`src/rtl/core/pkw_pkg.sv`:
```
// Package for the product kernel weight block: kernel codes, register indexes,
// field widths and the constant function that builds the Gaussian density table.
// Used by pkw_lane, pkw_merge and product_kernel_weight; depends on nothing else.
package pkw_pkg;

    // Field widths.
    localparam int COORD_W     = 16;
    localparam int FACTOR_W    = 17;
    localparam int WEIGHT_W    = 18;
    localparam int KIND_W      = 3;
    localparam int CFG_DATA_W  = 3;
    localparam int CFG_INDEX_W = 2;

    // Number of coordinate fields that one request carries.
    localparam int NUM_COORDS = 4;

    // Register stages inside one factor lane.
    localparam int LANE_STAGES = 5;

    // Defaults for the top level parameters.
    localparam int MAX_DIM_DEFAULT     = 4;
    localparam int GAUSS_DEPTH_DEFAULT = 256;

    typedef logic signed [COORD_W-1:0] coord_t;
    typedef logic [FACTOR_W-1:0]       factor_t;
    typedef logic [WEIGHT_W-1:0]       weight_t;
    typedef logic [KIND_W-1:0]         kind_t;

    // Kernel kind codes.
    localparam kind_t KIND_GAUSSIAN     = 3'd0;
    localparam kind_t KIND_UNIFORM      = 3'd1;
    localparam kind_t KIND_TRIANGLE     = 3'd2;
    localparam kind_t KIND_EPANECHNIKOV = 3'd3;
    localparam kind_t KIND_BIWEIGHT     = 3'd4;
    localparam kind_t KIND_TRIWEIGHT    = 3'd5;

    // Configuration register indexes.
    localparam logic [CFG_INDEX_W-1:0] CFG_IDX_KERNEL_KIND = 2'd0;
    localparam logic [CFG_INDEX_W-1:0] CFG_IDX_DIMS_IN_USE = 2'd1;

    // Weight limits in Q2.16.
    localparam weight_t WEIGHT_ONE = 18'd65536;
    localparam weight_t WEIGHT_MAX = 18'd262143;

    // Q28 constants for the density table.
    localparam logic [63:0] Q28_ONE          = 64'd268435456;
    localparam logic [63:0] Q28_MASK         = 64'd268435455;
    localparam logic [63:0] LOG2E_Q28        = 64'd387270501;
    localparam logic [63:0] LN2_Q28          = 64'd186065280;
    localparam logic [63:0] INV_SQRT_2PI_Q28 = 64'd107090253;

    // Standard normal density in Q16 for t = x*x/2 given in Q28. The value is
    // 2^-y with y = t*log2(e), split into an integer shift and a fractional
    // part whose power of two comes from a twelve-term Horner series.
    function automatic factor_t gauss_entry(input logic [63:0] t_q28);
        logic [63:0] y;
        logic [63:0] n;
        logic [63:0] g;
        logic [63:0] z;
        logic [63:0] r;
        logic [63:0] ec;
        logic [63:0] sh;
        factor_t     result;
        y = (t_q28 * LOG2E_Q28) >> 28;
        n = y >> 28;
        g = y & Q28_MASK;
        z = (g * LN2_Q28) >> 28;
        r = Q28_ONE;
        r = Q28_ONE - ((z * r) >> 28) / 64'd12;
        r = Q28_ONE - ((z * r) >> 28) / 64'd11;
        r = Q28_ONE - ((z * r) >> 28) / 64'd10;
        r = Q28_ONE - ((z * r) >> 28) / 64'd9;
        r = Q28_ONE - ((z * r) >> 28) / 64'd8;
        r = Q28_ONE - ((z * r) >> 28) / 64'd7;
        r = Q28_ONE - ((z * r) >> 28) / 64'd6;
        r = Q28_ONE - ((z * r) >> 28) / 64'd5;
        r = Q28_ONE - ((z * r) >> 28) / 64'd4;
        r = Q28_ONE - ((z * r) >> 28) / 64'd3;
        r = Q28_ONE - ((z * r) >> 28) / 64'd2;
        r = Q28_ONE - ((z * r) >> 28);
        ec = r * INV_SQRT_2PI_Q28;
        sh = 64'd40 + n;
        if (n >= 64'd24)
        begin
            result = '0;
        end
        else
        begin
            result = FACTOR_W'((ec + (64'd1 << (sh - 64'd1))) >> sh);
        end
        return result;
    endfunction

endpackage

```
`src/rtl/core/pkw_merge.sv`:
```
// Merging chain: multiplies the lane factors into the Q2.16 weight, one dimension
// per register stage, with rounding and saturation. Depends on pkw_pkg.
module pkw_merge #(
    parameter int LANES = pkw_pkg::NUM_COORDS
) (
    input  logic                          clk,
    input  logic [LANES-1:0]              en,
    input  logic [$clog2(LANES+1)-1:0]    dims,
    input  pkw_pkg::factor_t              fac_in [LANES],
    output pkw_pkg::weight_t              weight
);

    localparam int DIMW = $clog2(LANES + 1);

    pkw_pkg::weight_t w_reg   [LANES];
    pkw_pkg::factor_t fac_reg [LANES][LANES];

    for (genvar j = 0; j < LANES; j++)
    begin : g_stage
        pkw_pkg::weight_t w_in;
        pkw_pkg::factor_t f_in;
        pkw_pkg::factor_t f_row [LANES];
        logic [34:0]      prod;
        logic [18:0]      rnd;
        pkw_pkg::weight_t w_step;

        // The first stage starts from a weight of one; later ones take the
        // running weight and the factors carried along beside it.
        if (j == 0)
        begin : g_first
            assign w_in  = pkw_pkg::WEIGHT_ONE;
            assign f_in  = fac_in[0];
            assign f_row = fac_in;
        end
        else
        begin : g_next
            assign w_in  = w_reg[j-1];
            assign f_in  = fac_reg[j-1][j];
            assign f_row = fac_reg[j-1];
        end

        // Round half up, saturate, and skip the dimensions not in use.
        always_comb
        begin
            prod = 35'(w_in) * 35'(f_in) + 35'd32768;
            rnd  = prod[34:16];
            if (DIMW'(j) >= dims)
            begin
                w_step = w_in;
            end
            else if (rnd > 19'(pkw_pkg::WEIGHT_MAX))
            begin
                w_step = pkw_pkg::WEIGHT_MAX;
            end
            else
            begin
                w_step = rnd[17:0];
            end
        end

        always_ff @(posedge clk)
        begin
            if (en[j])
            begin
                w_reg[j]   <= w_step;
                fac_reg[j] <= f_row;
            end
        end
    end

    assign weight = w_reg[LANES-1];

endmodule

```
`config.mk`:
```
export PLATFORM = sky130hd
export DESIGN_NAME = pkw_merge
export DESIGN_NICKNAME = d
export VERILOG_FILES = /design/src/rtl/core/pkw_pkg.sv /design/src/rtl/core/pkw_merge.sv
export SDC_FILE = /design/constraint.sdc
export NUM_CORES = 2
export LEC_CHECK = 0
export CELL_PAD_IN_SITES_DETAIL_PLACEMENT = 0
export CELL_PAD_IN_SITES_GLOBAL_PLACEMENT = 1
export CORE_UTILIZATION = 45
export DETAILED_ROUTE_END_ITERATION = 10
export DONT_BUFFER_PORTS = 1
export PLACE_DENSITY_LB_ADDON = 0.1
export SYNTH_ARGS = -nofsm -noshare
export SYNTH_HDL_FRONTEND = slang
export SYNTH_SLANG_ARGS = --single-unit
```
`constraint.sdc`:
```
create_clock -name clk -period 16.1 [get_ports clk]
set_input_delay 0.805 -clock clk [delete_from_list [all_inputs] [get_ports clk]]
set_output_delay 0.805 -clock clk [all_outputs]
set_load 0.03 [all_outputs]
```
==> results_dict.tcl <==
set metrics [dict create \
    status "complete, no violations" \
    netlist_top_cells_area "sky130_fd_sc_hd__fa_1, sky130_fd_sc_hd__edfxtp_1, sky130_fd_sc_hd__ha_1" \
    largest_family_of_logic_cells_by_synthesized_area "adder cells" \
    worstSetupPathType "reg -> reg" \
    critPathRequiredTime_ns 16.34 \
    detail_route.wl_per_cell_um 20.0 \
    synthArstFlopShare 0 \
    postPlaceCellArea_sq_um 35300 \
    max_cap_violations 0 \
    ff_latch_area_sq_um 5190 \
    layout.filler_cells 7193 \
    via_count 22749 \
    number_of_flip_flops_in_the_largest_register 102 \
    crit_arrival_ns 8.02 \
    synthXorXnorAreaFrac 0.0140 \
    grt_antenna_before_repair 4 \
    dieHeight_um 279 \
    critical_path.max_fanout 18 \
    ys_warn_count 0 \
    clock.fmax_mhz 129 \
    global_route_wire_length_before_repair_mm 144 \
    timing.critical_path.to_type "register" \
    pin_count_of_the_biggest_net_entering_global_routing 69 \
    synth_seq_area_share 0.151 \
    track_usage 0.243 \
    share_of_yosys_cell_area_claimed_by_the_top_area_cell_type 0.409 \
    final_cell_area_sq_um 35900 \
    postCtsSetupRepairBufs 0 \
    share_of_layout_cells_above_drive_strength_1 0.0193 \
    vias_in_the_first_global_route 26014 \
    floorplan.initialDensity 0.454 \
    fin_nets 4535 \
    synthesis.nets 4624 \
    worst_path_max_delay_cell "sky130_fd_sc_hd__edfxtp_1" \
    netlist_instances 3489 \
    post_synth_edffs 173 \
    timing.final.hold_violations 0 \
    tritoncts "done" \
    htreeDepth 4 \
    layout-area-overhead-vs-synth_pct 4.38 \
    globalRoute.totalOverflow 0 \
    min_period_over_period 0.483 \
    synth.avg_cell_area_sq_um 9.87 \
    cp-start-kind "register" \
    largest_delay_share_family_worst_path "adder cells" \
    worst_clock_skew_ns 0.0215 \
    core_area_sq_um 75800 \
    clock_sinks 173 \
    synth_mux_area_frac 0.000327 \
    setup_viol 0 \
    synth_top_flop_cell "sky130_fd_sc_hd__edfxtp_1" \
    floorplan.io_pins 94 \
    syn_area_sq_um 34400 \
    number_of_instances_resized_during_post_cts_repair 0 \
    setup_repair_after_global_routing_missed_its_margin "no" \
    avgViaCountPerCell 5.18 \
    die_area_sq_um 77600 \
    critical_path.max_stage_delay_ns 0.95 \
    worstHoldPathType "in -> reg" \
    post-route-min-period_ns 7.78 \
    final_max_slew_viol_count 0 \
    synth.largest_area_cell "sky130_fd_sc_hd__fa_1" \
    final_antenna_net_count 0 \
    residual_drc_count 0 \
    clock_path_buffers 2 \
    fin_ws_ns 8.32 \
    die_w_um 279 \
    synth_simple_gate_area_share 0.155 \
    hold_slack_ns 0.393 \
    relSlewSlack 0.240 \
    postSynthRegisterBits 173 \
    floorplan.rows 101 \
    synth_compound_area_frac 0.0388 \
    wp_buf_inv 5 \
    worst_setup_hold_path_clk_slew_ns 0.09 \
    timing.critical_path.cells "nand2_1, fa_1, inv_1, fa_1, inv_1, fa_1, inv_1, fa_1, fa_1, inv_1, fa_1, inv_1, ha_1, a2111oi_0, o21ai_0, o21ai_0, o21ai_1, a31oi_1, o21a_1, o21a_1, nor3_1, nand3b_1, o22a_1" \
    path_common_cell "sky130_fd_sc_hd__fa_1" \
    first_iter_violations 1167 \
    port_buffer_count 0 \
    clockRootBuffer "sky130_fd_sc_hd__clkbuf_16" \
    placement.setup.worst_slack_ns 8.30 \
    synth_adder_area_share 0.538 \
    gp_routability_congestion 0.822 \
    finalWirelength_mm 87.8 \
    cts-buffers-inserted 17 \
    cts-hold-fix-buffers 0 \
    dp_hpwl_mm 66.4 \
    dr.pass1.iters 6 \
    synth_cell_type_count 60 \
    worstSkewPairLatency_ns 0.50 \
    worst_pin_slew_ns 1.14 \
    fin_setup_tns_ns 0 \
    multi_input_comb_area_sq_um 25700 \
]
==> synth_stat cells, types with 2 or more instances <==
| cell type | count |
|---|---|
| sky130_fd_sc_hd__o211a_1 | 3 |
| sky130_fd_sc_hd__a211oi_1 | 6 |
| sky130_fd_sc_hd__inv_1 | 814 |
| sky130_fd_sc_hd__ha_1 | 356 |
| sky130_fd_sc_hd__xor2_1 | 27 |
| sky130_fd_sc_hd__nand3b_1 | 2 |
| sky130_fd_sc_hd__nor2_1 | 55 |
| sky130_fd_sc_hd__o21a_1 | 12 |
| sky130_fd_sc_hd__nand2_1 | 472 |
| sky130_fd_sc_hd__or2_2 | 3 |
| sky130_fd_sc_hd__o221ai_1 | 2 |
| sky130_fd_sc_hd__a21o_1 | 11 |
| sky130_fd_sc_hd__o22a_1 | 36 |
| sky130_fd_sc_hd__a31oi_1 | 15 |
| sky130_fd_sc_hd__nor3_1 | 19 |
| sky130_fd_sc_hd__a21oi_1 | 43 |
| sky130_fd_sc_hd__xnor2_1 | 28 |
| sky130_fd_sc_hd__nand3_1 | 8 |
| sky130_fd_sc_hd__edfxtp_1 | 173 |
| sky130_fd_sc_hd__nand4_1 | 10 |
| sky130_fd_sc_hd__a22oi_1 | 2 |
| sky130_fd_sc_hd__o21bai_1 | 5 |
| sky130_fd_sc_hd__o211ai_1 | 3 |
| sky130_fd_sc_hd__nor2b_1 | 21 |
| sky130_fd_sc_hd__nand4b_1 | 3 |
| sky130_fd_sc_hd__nand2b_1 | 6 |
| sky130_fd_sc_hd__o21ai_0 | 32 |
| sky130_fd_sc_hd__o21ai_1 | 2 |
| sky130_fd_sc_hd__fa_1 | 703 |
| sky130_fd_sc_hd__a2111oi_0 | 3 |
| sky130_fd_sc_hd__and2_1 | 453 |
| sky130_fd_sc_hd__o31ai_1 | 2 |
| sky130_fd_sc_hd__and3_1 | 6 |
| sky130_fd_sc_hd__clkbuf_1 | 127 |
==> worst register-to-register path, delay by kind of cell (launching register included) <==
kind	cells	cell delay (ns)
AND/OR/NAND/NOR	3	0.98
adder cells (fa/ha/maj)	7	3.19
flip-flops	1	0.95
buffers and inverters	5	0.25
AO/OA/AOI/OAI	8	2.14
==> per-layer routing <==
layer	vias up	GRT usage	part of all wire
met5	-	0	0
li1	10276	-	-
met1	11946	0.315	0.44
met4	0	0.0637	0.021
met2	436	0.427	0.50
met3	91	0.0326	0.040
==> final cells by class <==
cell class,count,share of cell area
antenna,2,0.000139
clock buffer,17,0.0118
clock inverter,15,0.00522
inverter,814,0.0850
multi-input combinational,2372,0.715
sequential,173,0.145
tap,978,0.0340
timing repair buffer,22,0.00459
==> logic make-up after synthesis <==
kind of cell	count (synthesis)
DFF	173
and+or+nand+nor	1065
buffers and inverters	944
xor gates and xnor gates	55
adders and majority gates	1059
AOI/OAI and AO/OA	192
muxes	1
==> path summary, 6_finish.rpt <==
path | startpoint | endpoint | slack (ns) | cells past startpoint
setup / recovery | fac_reg[2][9] | w_reg[3][4] | 8.32 | 23
hold / removal | fac_in[13] | fac_reg[0][13] | 0.39 | 0
setup reg to reg | fac_reg[2][9] | w_reg[3][4] | 8.32 | 23
hold reg to reg | fac_reg[0][12] | fac_reg[1][12] | 0.42 | 0
==> layout by cell type, fill, tap and decap left out, drive strengths merged, types with 34 or more instances in the layout <==
cell type / n
inv: 820
fa: 703
nand2: 473
and2: 453
ha: 356
edfxtp: 173
nor2: 55
a21oi: 44
o22a: 36
o21ai: 34
==> metrics by stage <==
stage / instances / utilization
after floorplan: 3489 / -
after global placement: 4359 / 0.466
after detailed placement: 4359 / 0.466
after CTS: 4391 / 0.474
after global routing: 4392 / 0.474
final: 4393 / 0.474
Power is not shown: default switching activity piles up to over one toggle a cycle in this logic, so the estimate is an artifact.
